[config.mk]
export PLATFORM = sky130hd
export DESIGN_NAME = can_bit_timing_logic_unit
export DESIGN_NICKNAME = d
export VERILOG_FILES = /design/src/design/cbt_pkg.sv /design/src/design/cbt_step.sv /design/src/design/can_bit_timing_logic_unit.sv
export VERILOG_INCLUDE_DIRS = /design/src /design/src/design
export SDC_FILE = /design/constraint.sdc
export NUM_CORES = 1
export LEC_CHECK = 0
export BUFFER_PORTS_ARGS = -buffer_cell sky130_fd_sc_hd__buf_2
export CAP_MARGIN = 20
export CORE_AREA = 2 2 121 153
export DETAILED_ROUTE_END_ITERATION = 12
export DIE_AREA = 0 0 123 155
export SLEW_MARGIN = 20
export SYNTH_ARGS = -nofsm -noshare
export SYNTH_HDL_FRONTEND = slang
export SYNTH_SLANG_ARGS = --single-unit
[constraint.sdc]
create_clock -name clk -period 4.4 [get_ports clk]
set_input_delay 0 -clock clk [delete_from_list [all_inputs] [get_ports clk]]
set_output_delay 0 -clock clk [all_outputs]
set_load 0.03 [all_outputs]
[src/design/can_bit_timing_logic_unit_assert.svh]
// Assertion macros for the CAN bit timing block.
`ifndef CAN_BIT_TIMING_LOGIC_UNIT_ASSERT_SVH
`define CAN_BIT_TIMING_LOGIC_UNIT_ASSERT_SVH

// Same-cycle implication, sampled on clk, off while rst is high.
`define CBT_ASSERT_IMP(name, cond, prop) \
  name: assert property (@(posedge clk) disable iff (rst) (cond) |-> (prop)) \
    else $error("bit timing check failed");

// Next-cycle implication, sampled on clk, off while rst is high.
`define CBT_ASSERT_NXT(name, cond, prop) \
  name: assert property (@(posedge clk) disable iff (rst) (cond) |=> (prop)) \
    else $error("bit timing check failed");

`endif

[src/design/cbt_pkg.sv]
// Shared types and constants for the CAN bit timing block.
package cbt_pkg;

  localparam int COUNT_BITS = 6;
  localparam int PE_MAX     = 63;

  // Segment codes
  typedef enum logic [2:0] {
    SEG_SYNC = 3'd0,
    SEG_ONE  = 3'd1,
    SEG_WIN1 = 3'd2,
    SEG_TWO  = 3'd3,
    SEG_WIN2 = 3'd4
  } seg_t;

  // Configuration register indexes
  localparam logic [2:0] REG_SEG1_QUANTA  = 3'd0;
  localparam logic [2:0] REG_SEG2_QUANTA  = 3'd1;
  localparam logic [2:0] REG_JUMP_WIDTH   = 3'd2;
  localparam logic [2:0] REG_TOTAL_QUANTA = 3'd3;

  typedef struct packed {
    logic [4:0] seg1_quanta;
    logic [3:0] seg2_quanta;
    logic [3:0] jump_width;
    logic [4:0] total_quanta;
  } cbt_cfg_t;

  typedef struct packed {
    seg_t                  next_seg;
    seg_t                  cur_seg;
    logic [COUNT_BITS-1:0] quanta_since_sync;
    logic [4:0]            seg1_count;
    logic [4:0]            seg2_count;
    logic signed [6:0]     phase_err;
    logic [3:0]            window_len;
    logic                  resync_allowed;
    logic                  write_flag;
    logic                  sample_flag;
  } cbt_state_t;

  localparam cbt_cfg_t CFG_RESET = '{
    seg1_quanta:  5'd8,
    seg2_quanta:  4'd7,
    jump_width:   4'd10,
    total_quanta: 5'd16
  };

  localparam cbt_state_t STATE_RESET = '{
    next_seg:          SEG_SYNC,
    cur_seg:           SEG_SYNC,
    quanta_since_sync: '0,
    seg1_count:        5'd0,
    seg2_count:        5'd0,
    phase_err:         7'sd0,
    window_len:        4'd0,
    resync_allowed:    1'b0,
    write_flag:        1'b0,
    sample_flag:       1'b0
  };

endpackage

[src/design/cbt_step.sv]
// Next-state logic for one time quantum of the bit timing state machine.
module cbt_step import cbt_pkg::*; (
  input  cbt_cfg_t   cfg,
  input  cbt_state_t st,
  input  logic       hard_sync_edge,
  input  logic       resync_edge,
  output cbt_state_t st_next
);

  logic [7:0] restart_sum;
  logic       restart;
  logic [3:0] win1_len;

  // SEG2 restart when jump width exceeds the negated phase error
  assign restart_sum = {4'b0000, cfg.jump_width} + {st.phase_err[6], st.phase_err};
  assign restart     = !restart_sum[7] && (restart_sum != 8'd0);

  // SEG1 window: phase error limited to 0..jump width
  always_comb begin
    if (st.phase_err[6]) begin
      win1_len = 4'd0;
    end else if ({3'b000, cfg.jump_width} < st.phase_err) begin
      win1_len = cfg.jump_width;
    end else begin
      win1_len = st.phase_err[3:0];
    end
  end

  always_comb begin
    cbt_state_t            m;
    cbt_state_t            n;
    logic [COUNT_BITS-1:0] qss_bump;
    logic [4:0]            seg1_inc;
    logic [4:0]            seg2_inc;
    logic [4:0]            seg1_new;
    logic [4:0]            seg2_new;
    logic [7:0]            pe_two;

    // Edge handling
    m             = st;
    m.write_flag  = 1'b0;
    m.sample_flag = 1'b0;
    if (hard_sync_edge) begin
      m.next_seg = SEG_SYNC;
    end else if (resync_edge && st.resync_allowed) begin
      if (st.cur_seg == SEG_ONE) begin
        m.window_len     = win1_len;
        m.next_seg       = SEG_WIN1;
        m.resync_allowed = 1'b0;
      end else if (st.cur_seg == SEG_TWO) begin
        if (restart) begin
          m.quanta_since_sync = '0;
          m.window_len        = 4'd0;
          m.phase_err         = 7'sd0;
          m.next_seg          = SEG_ONE;
        end else begin
          m.window_len = cfg.jump_width;
          m.next_seg   = SEG_WIN2;
        end
        m.resync_allowed = 1'b0;
      end
    end

    // Saturating counter steps
    qss_bump = (m.quanta_since_sync == {COUNT_BITS{1'b1}}) ? m.quanta_since_sync
                                                           : m.quanta_since_sync + 1'b1;
    seg1_inc = (m.seg1_count == 5'd31) ? m.seg1_count : m.seg1_count + 5'd1;
    seg2_inc = (m.seg2_count == 5'd31) ? m.seg2_count : m.seg2_count + 5'd1;
    seg1_new = 5'd0;
    seg2_new = 5'd0;
    pe_two   = 8'd0;

    // Segment advance
    n = m;
    unique case (m.next_seg)
      SEG_SYNC: begin
        n.write_flag        = 1'b1;
        n.resync_allowed    = 1'b1;
        n.quanta_since_sync = '0;
        n.window_len        = 4'd0;
        n.phase_err         = 7'sd0;
        n.cur_seg           = SEG_SYNC;
        n.next_seg          = SEG_ONE;
      end
      SEG_ONE: begin
        n.quanta_since_sync = qss_bump;
        if (m.cur_seg == SEG_SYNC) begin
          seg1_new = 5'd0;
        end else if (m.cur_seg == SEG_ONE) begin
          seg1_new = seg1_inc;
        end else begin
          n.write_flag = 1'b1;
          seg1_new     = 5'd0;
        end
        n.seg1_count = seg1_new;
        n.cur_seg    = SEG_ONE;
        if ({{(16-COUNT_BITS){1'b0}}, qss_bump} > 16'(PE_MAX)) begin
          n.phase_err = 7'(PE_MAX);
        end else begin
          n.phase_err = 7'(qss_bump);
        end
        if (({1'b0, seg1_new} + 6'd1) >= {1'b0, cfg.seg1_quanta}) begin
          n.next_seg = SEG_TWO;
        end
      end
      SEG_WIN1: begin
        n.cur_seg           = SEG_WIN1;
        n.quanta_since_sync = qss_bump;
        n.seg1_count        = seg1_inc;
        if (({2'b00, seg1_inc} + 7'd1) >=
            ({2'b00, cfg.seg1_quanta} + {3'b000, m.window_len})) begin
          n.next_seg = SEG_TWO;
        end
      end
      SEG_TWO: begin
        n.quanta_since_sync = qss_bump;
        if (m.cur_seg == SEG_ONE || m.cur_seg == SEG_WIN1) begin
          seg2_new      = 5'd0;
          n.sample_flag = 1'b1;
        end else begin
          seg2_new = seg2_inc;
        end
        n.seg2_count = seg2_new;
        n.cur_seg    = SEG_TWO;
        // Range stays within -30..63, so no clamp is needed
        pe_two = {3'b000, seg2_new} + 8'd1 + {3'b000, cfg.seg1_quanta}
                 - {3'b000, cfg.total_quanta};
        n.phase_err = pe_two[6:0];
        if (({1'b0, seg2_new} + 6'd1) >= {2'b00, cfg.seg2_quanta}) begin
          n.next_seg = SEG_SYNC;
        end
      end
      default: begin
        // SEG2 shortening window
        n.cur_seg           = SEG_WIN2;
        n.quanta_since_sync = qss_bump;
        n.seg2_count        = seg2_inc;
        if (({1'b0, seg2_inc} + 6'd1 + {2'b00, m.window_len}) >=
            {2'b00, cfg.seg2_quanta}) begin
          n.next_seg = SEG_SYNC;
        end
      end
    endcase

    st_next = n;
  end

endmodule

[src/design/can_bit_timing_logic_unit.sv]
// CAN bit timing unit: quantum-tick segment state machine with hard sync and resync.
// Result words are registered: each goes to the output register, or to the skid entry while that one is full.
// Throughput: one word per cycle; input is held off only while both output entries are full.
// The state update for a tick is a single pass through the next-state logic.
// Reset (synchronous, active high): registers to their defaults, state to SYNC, stage empty.
module can_bit_timing_logic_unit import cbt_pkg::*; (
  input  logic        clk,
  input  logic        rst,
  // Input stream
  input  logic        s_axis_tvalid,
  output logic        s_axis_tready,
  input  logic [7:0]  s_axis_tdata,   // [0] tick, [1] hard_sync_edge, [2] resync_edge
  // Result stream
  output logic        m_axis_tvalid,
  input  logic        m_axis_tready,
  output logic [15:0] m_axis_tdata,   // [0] write_point, [1] sample_now, [4:2] segment,
                                      // [11:5] phase_err
  // Configuration write channel
  input  logic        cfg_valid,
  output logic        cfg_ready,
  input  logic [2:0]  cfg_index,
  input  logic [4:0]  cfg_data
);

  cbt_cfg_t   cfg;
  cbt_state_t st;
  cbt_state_t st_next;
  cbt_state_t res;
  logic       tick;
  logic       accept;
  logic       pop;
  logic [15:0] res_word;
  logic        out_valid;
  logic [15:0] out_data;
  logic        skid_valid;
  logic [15:0] skid_data;

  assign tick          = s_axis_tdata[0];
  assign s_axis_tready = !skid_valid;
  assign accept        = s_axis_tvalid && s_axis_tready;
  assign pop           = out_valid && m_axis_tready;
  assign cfg_ready     = 1'b1;

  // Configuration registers
  always_ff @(posedge clk) begin
    if (rst) begin
      cfg <= CFG_RESET;
    end else if (cfg_valid) begin
      unique case (cfg_index)
        REG_SEG1_QUANTA:  cfg.seg1_quanta  <= cfg_data;
        REG_SEG2_QUANTA:  cfg.seg2_quanta  <= cfg_data[3:0];
        REG_JUMP_WIDTH:   cfg.jump_width   <= cfg_data[3:0];
        REG_TOTAL_QUANTA: cfg.total_quanta <= cfg_data;
        default: ;
      endcase
    end
  end

  cbt_step u_step (
    .cfg            (cfg),
    .st             (st),
    .hard_sync_edge (s_axis_tdata[1]),
    .resync_edge    (s_axis_tdata[2]),
    .st_next        (st_next)
  );

  // State advances only on an accepted tick
  always_ff @(posedge clk) begin
    if (rst) begin
      st <= STATE_RESET;
    end else if (accept && tick) begin
      st <= st_next;
    end
  end

  // Result word from the state after this word
  assign res      = tick ? st_next : st;
  assign res_word = {4'b0000, res.phase_err, res.cur_seg, res.sample_flag, res.write_flag};

  // Two-entry output stage
  always_ff @(posedge clk) begin
    if (rst) begin
      out_valid  <= 1'b0;
      skid_valid <= 1'b0;
    end else if (pop) begin
      if (skid_valid) begin
        out_data   <= skid_data;
        skid_valid <= 1'b0;
      end else if (accept) begin
        out_data <= res_word;
      end else begin
        out_valid <= 1'b0;
      end
    end else if (accept) begin
      if (!out_valid) begin
        out_data  <= res_word;
        out_valid <= 1'b1;
      end else begin
        skid_data  <= res_word;
        skid_valid <= 1'b1;
      end
    end
  end

  assign m_axis_tvalid = out_valid;
  assign m_axis_tdata  = out_data;

  `include "can_bit_timing_logic_unit_assert.svh"

  // Skid entry only holds a word behind the output register
  `CBT_ASSERT_IMP(a_skid_behind_out, skid_valid, out_valid)
  // A hard sync on an accepted tick lands in SYNC
  `CBT_ASSERT_NXT(a_hard_sync, accept && tick && s_axis_tdata[1], st.cur_seg == SEG_SYNC)
  // Sample pulse only on the first quantum of SEG2
  `CBT_ASSERT_IMP(a_sample_in_seg2, st.sample_flag, st.cur_seg == SEG_TWO)
  // Write pulse only in SYNC or on a restart into SEG1
  `CBT_ASSERT_IMP(a_write_seg, st.write_flag, st.cur_seg == SEG_SYNC || st.cur_seg == SEG_ONE)

endmodule

Yosys cells after proc, flatten, opt, wreduce, memory -nomap -nowiden
Index checks and enable logic that the tools add are counted.
Operators by class
  add/sub/neg operators: 13
  $lt $le $gt $ge: 5
  bitwise gates (word level): 2
  eq/ne operators: 15
  multiply operators: 0
  shifts and indexed selects: 0
  reductions and logical operators: 24
  div/mod/pow operators: 0
  mux-type cells: 51
Operators by type and width (number)
  16-bit 2-to-1 mux: 5
  12-bit case mux with 4 select lines: 1
  5-bit 2-to-1 mux: 9
  12-bit 2-to-1 mux: 3
  6-bit 2-to-1 mux: 6
  33-bit 2-to-1 mux: 1
  5-bit by 1-bit adder with 6-bit output, second input constant: 5
  3-bit 2-to-1 mux: 9
  7-bit case mux with 3 select lines: 1
  5-bit case mux with 2 select lines: 2
  3-bit by 2-bit equality test with 1-bit output, second input constant: 6
  7-bit 2-to-1 mux: 2
  6-bit by 4-bit greater-or-equal comparator with 1-bit output: 2
  4-bit 2-to-1 mux: 3
  5-bit by 1-bit adder with 5-bit output, second input constant: 2
  5-bit equality test, second input constant: 2
  2-bit AND reduction: 5
  3-bit by 1-bit equality test with 1-bit output, second input constant: 3
  3-bit logical NOT: 3
  5-bit by 7-bit adder with 8-bit output: 1
  1-bit 2-to-1 mux: 8
  4-bit AND reduction: 2
  8-bit nonzero test: 1
  7-bit by 5-bit adder with 7-bit output: 1
  18 further kinds: 27
Word-level totals
  input port bits: 21
  output and inout port bits: 19
  bits in latches: 0
  memory bits (read-only): 0
  register bits: 84
  memory bits (writable): 0
  memories: 0

Longest topological paths before layout
  depth in word-level cells: 18
  mapped depth: 22

Modules after synthesis
Synthesis repeated with hierarchy kept, for this count alone.
Unflattened totals
  cells, all modules: 711
  area total of the unflattened synthesis: 6207.2 sq um
By module, submodules not included
  can_bit_timing_logic_unit: cells an instance 296, times used 1, area each 3120.5 sq um, sequential area each 1841.8 sq um
  cbt_step: cells an instance 415, times used 1, area each 3086.7 sq um, sequential area each 0.0 sq um

Worst setup path after synthesis
OpenSTA, ideal clock, no wires.
  path type: reg-to-reg
  start point: reg, netlist name st[7]
  end point: reg, netlist name st[34]
  data arrival time: 4.198 ns
  cell stages (with the launch flop): 19
  required time: 4.313 ns
  path slack: 0.115 ns
  buffers on the path: 1
  setup time: 0.087 ns
  clock period less this slack: 4.285 ns
  cell sequence: dfxtp_1 > ha_1 > fa_1 > xnor2_1 > nor4b_4 > a21o_4 > buf_12 > a31oi_1 > or3_4 > ha_1 > fa_1 > xnor2_1 > ha_1 > a21oi_1 > o21ai_0 > a2111o_1 > o21ai_1 > a31oi_1 > o31ai_1
On the way
  cells in the longest elaborated chain, start to end: 12
  elaborated cells on any way between the ends: 28
Ends and longest elaborated chain
  5-bit by 7-bit adder with 8-bit output: RTL line cbt_step.sv:15  | assign restart_sum = {4'b0000, cfg.jump_width} + {st.phase_err[6], st.phase_err};
  8-bit nonzero test / 1-bit logical NOT (equally long branches): RTL line cbt_step.sv:16  | assign restart = !restart_sum[7] && (restart_sum != 8'd0);
  1-bit logical AND: RTL line cbt_step.sv:16
  4-bit 2-to-1 mux: RTL line cbt_step.sv:51  | if (restart) begin
  12-bit 2-to-1 mux: RTL line cbt_step.sv:50  | end else if (st.cur_seg == SEG_TWO) begin
  5-bit 2-to-1 mux: RTL line cbt_step.sv:46  | if (st.cur_seg == SEG_ONE) begin
  12-bit 2-to-1 mux: RTL line cbt_step.sv:45  | end else if (resync_edge && st.resync_allowed) begin
  12-bit 2-to-1 mux: RTL line cbt_step.sv:43  | if (hard_sync_edge) begin
  6-bit by 4-bit adder with 6-bit output / 5-bit by 4-bit adder with 6-bit output (equally long branches): RTL line cbt_step.sv:138, cbt_step.sv:111
  6-bit by 4-bit greater-or-equal comparator with 1-bit output / 7-bit greater-or-equal comparator (equally long branches): RTL line cbt_step.sv:138, cbt_step.sv:110
  3-bit 2-to-1 mux, on equally long branches: RTL line cbt_step.sv:138, cbt_step.sv:110
  12-bit case mux with 4 select lines *: RTL line cbt_step.sv:75  | unique case (m.next_seg)
Mark *: on every way between the ends. The rest lies on a longest branch, timed or not.
A chain may end at the register's enable or synchronous reset.

Final worst setup path
  start point: reg, netlist name cfg[5]
  end point: reg, netlist name st[34]
On the way
  cells in the longest elaborated chain, start to end: 12
  elaborated cells on any way between the ends: 28
Ends and longest elaborated chain (RTL line)
  5-bit by 7-bit adder with 8-bit output: cbt_step.sv:15
  8-bit nonzero test / 1-bit logical NOT (equally long branches): cbt_step.sv:16
  1-bit logical AND: cbt_step.sv:16
  4-bit 2-to-1 mux: cbt_step.sv:51
  12-bit 2-to-1 mux: cbt_step.sv:50
  5-bit 2-to-1 mux: cbt_step.sv:46
  12-bit 2-to-1 mux: cbt_step.sv:45
  12-bit 2-to-1 mux: cbt_step.sv:43
  6-bit by 4-bit adder with 6-bit output / 5-bit by 4-bit adder with 6-bit output (equally long branches): cbt_step.sv:138, cbt_step.sv:111
  6-bit by 4-bit greater-or-equal comparator with 1-bit output / 7-bit greater-or-equal comparator (equally long branches): cbt_step.sv:138, cbt_step.sv:110
  3-bit 2-to-1 mux, on equally long branches: cbt_step.sv:138, cbt_step.sv:110
  12-bit case mux with 4 select lines *: cbt_step.sv:75
Marked as above.

==> flow_summary_export.csv <==
group,metric,value,unit
worst_setup_path,cp_max_fo,3,
sta,hold_viol_final,0,
job,max_cap_viol_count,0,
run_status,outcome,"complete, no violations",
cts,cts-root-buf,"clkbuf_16",
worst_setup_path,end_kind,"register",
min_path,hp-class,"primary input to register",
routing,drt_iter0_drc,475,
placed_design,portBuffers,29,
sta,drv_slew,0,
floorplanning,die_w,123,um
grt,grt_pass1_vias,5342,
routing,vias,5517,
worst_setup_path,rr_worst_depth,17,
cts,htree_levels,3,
sta,fin_crit,4.20,ns
yosys,syn_area,6080,um^2
yosys,synthDistinctLibCells,82,
grt,grt_use_met3,0.0304,
layout,fillers,1861,
routing,drt_drc_violations_left,0,
yosys,synth_area_leaders,"dfxtp_1, edfxtp_1, ha_1",
layout,layoutNonFillerInstCount,1013,
yosys,synth-seq-area-share,0.303,
cts,clkTransAtPathRegs,0.07,ns
sta,final.period_utilization,0.955,
sta,worst_slew_pin_slew,0.908,ns
routing,ant_nets,0,
power_and_ir_drop,power.leakage,2.85,nW
worst_setup_path,crit_type,"register to register",
worst_setup_path,r2r_start,"cfg[5]",
yosys,yosys_most_used_dff,"dfxtp_1",
cts,clock_latency,0.35,ns
worst_setup_path,worst-r2r-setup-slack,0.20,ns
sta,max_freq,238,MHz
yosys,synth_edf_count,24,
cts,cts_sinks,80,
sta,finClkSkew,0.0111,ns
routing,vias_per_cell,5.45,
layout,diodes,0,
power_and_ir_drop,pwr_density_cell,270,nW/um^2
grt,grt_pass1_wl,28100,um
layout,syn2layout_area_growth,17.5,%
sta,setup_violations,0,
placed_design,placed_cells,987,
placed_design,hpwl,13000,um
grt,grt.total_usage,0.187,
sta,fin_setup_tns,0,ns
yosys,synth_seq_cells,80,
power_and_ir_drop,peakVddDrop,0.157,mV
worst_setup_path,arrival,4.46,ns
floorplanning,die_h,155,um
layout,final_util,0.403,
cts,cts_buffers,9,
yosys,syn_inst,725,
floorplanning,io_pins,40,
grt,grt_use_met2,0.325,
yosys,ys_warn_count,0,
floorplanning,start_util,0.343,
yosys,synth_commonest_cells,"nand2_1, nor2_1, dfxtp_1",
cts,cts_buffer_depth,2,
sta,slew_headroom,0.395,
yosys,ys_async_sr_fraction,0,
grt,met1_usage,0.235,
yosys,yosysTopAreaCellShare,0.184,
placed_design,place_congestion,0.891,
routing,wl_per_cell,16.9,um
floorplanning,fp.coreArea,17800,um^2
yosys,syn_area_per_cell,8.39,um^2
worst_setup_path,worst_ep_required_time,4.66,ns
min_path,hold_depth,3,
cts,cts_tree,"built",
layout,drive_above_1_share,0.185,
grt,grt_max_degree,34,
yosys,yosysMostFrequentCell,"nand2_1",
routing,firstDrtPassIters,5,
yosys,synth_top_area_cell,"dfxtp_1",
floorplanning,dieArea,19100,um^2
grt,antenna_found_initial,0,
placed_design,place_ws,0.0800,ns
grt,overflow,0,
routing,drt_wl_total,17200,um
worst_setup_path,start_kind,"register",
floorplanning,row_count,55,
worst_setup_path,r2r-end,"st[34]",
min_path,min_to,"cfg[10]",
sta,postLayoutSetupSlackWorst,0.199,ns
min_path,min_from,"cfg_index[1]",
grt,grt_busiest_layer,"met2",
layout,nets,857,
==> cell families (layout without fill, tap and decap cells) <==
kind of cell	count (synthesis)	count (layout)	synth area share
AO/OA/AOI/OAI	210	210	0.240
buffers and inverters	83	140	0.0592
other	2	5	0.00123
adder cells (fa/ha/maj)	56	56	0.125
AND/OR/NAND/NOR	251	251	0.204
XOR/XNOR	21	21	0.0302
flip-flops	80	80	0.303
multiplexers	22	22	0.0376
==> timing repair <==
action / in CTS / in global routing
gates resized for setup: 0 / 26
endpoints found under the hold margin: 23 / 0
endpoints found under the setup margin: 0 / 4
buffers inserted: 0 / 2
hold buffers: 8 / 0
==> through the flow <==
stage	hold slack, ns	power, mW	cell area (um^2)
finish	0.0365	1.93	7150
global route	0.0540	2.02	7150
CTS	0.0810	1.93	7010
detailed placement	0.254	1.18	6640
global placement	0.250	1.18	6640
floorplan	0.101	1.06	6090
==> layer usage <==
layer	share of wire	up-vias
met5	0	-
met4	0.020	0
met3	0.038	26
met2	0.50	133
met1	0.44	2618
li1	-	2740
==> power breakdown <==
| group | internal, mW | switching, mW |
|---|---|---|
| logic | 0.151 | 0.236 |
| registers | 0.779 | 0.0139 |
| clock network | 0.405 | 0.343 |
| total | 1.34 | 0.593 |
==> registers in the layout, summed over array words and instances, names as in the netlist, named ones only <==
name,count
skid_valid,1
st,31
m_axis_tdata,12
skid_data,12
m_axis_tvalid,1
cfg,18
==> critical path: stages (launching register included) <==
cell and delay, ns:
dfxtp_2 0.34, ha_4 0.17, fa_2 0.35, xnor2_2 0.15, nor4b_4 0.33, a21o_4 0.17, a31oi_1 0.08, or3_4 0.41
ha_4 0.18, fa_2 0.41, xnor2_2 0.15, ha_1 0.31, a21oi_2 0.12, o21ai_1 0.07, a2111o_1 0.38, o21ai_2 0.18
a31oi_1 0.06, o31ai_1 0.25
==> cell type report <==
cell class | count | area (um^2) | share of cell area
multi-input cells | 565 | 4020 | 0.562
well taps | 228 | 285 | 0.0399
repair buffers | 79 | 541 | 0.0756
clock buffers | 10 | 239 | 0.0334
clock inverters | 6 | 48.8 | 0.00683
inverters | 45 | 169 | 0.0236
flip-flops and latches | 80 | 1850 | 0.259
==> worst max-delay path by stage <==
| stage | slack (ns) | depth (start not counted) | endpoint | start |
|---|---|---|---|---|
| after floorplan | 0.12 | 18 | st[34] | st[7] |
| after global placement | 0.16 | 17 | st[34] | cfg[5] |
| after detailed placement | 0.08 | 20 | st[34] | st[9] |
| after CTS | 0.05 | 20 | st[34] | st[9] |
| after global routing | -0.02 | 17 | st[34] | st[7] |
| final | 0.20 | 17 | st[34] | cfg[5] |
==> cells in the final DEF (no fill, tap or decap), types with 7 or more instances in the layout <==
| master | instances |
|---|---|
| a211oi_1 | 7 |
| a21o_1 | 8 |
| a21oi_1 | 46 |
| a21oi_2 | 8 |
| a31oi_1 | 22 |
| and2_1 | 9 |
| and3_1 | 10 |
| buf_2 | 29 |
| buf_4 | 42 |
| clkbuf_16 | 9 |
| dfxtp_1 | 53 |
| dlygate4sd3_1 | 8 |
| edfxtp_1 | 24 |
| ha_1 | 45 |
| inv_1 | 44 |
| mux2i_1 | 15 |
| nand2_1 | 80 |
| nand2b_1 | 12 |
| nand3_1 | 25 |
| nor2_1 | 65 |
| nor2b_1 | 7 |
| nor3_1 | 8 |
| o211ai_1 | 12 |
| o21ai_0 | 30 |
| o21ai_1 | 8 |
| o2bb2ai_1 | 10 |
| xnor2_1 | 13 |
Power figures use the tool's default switching activity.
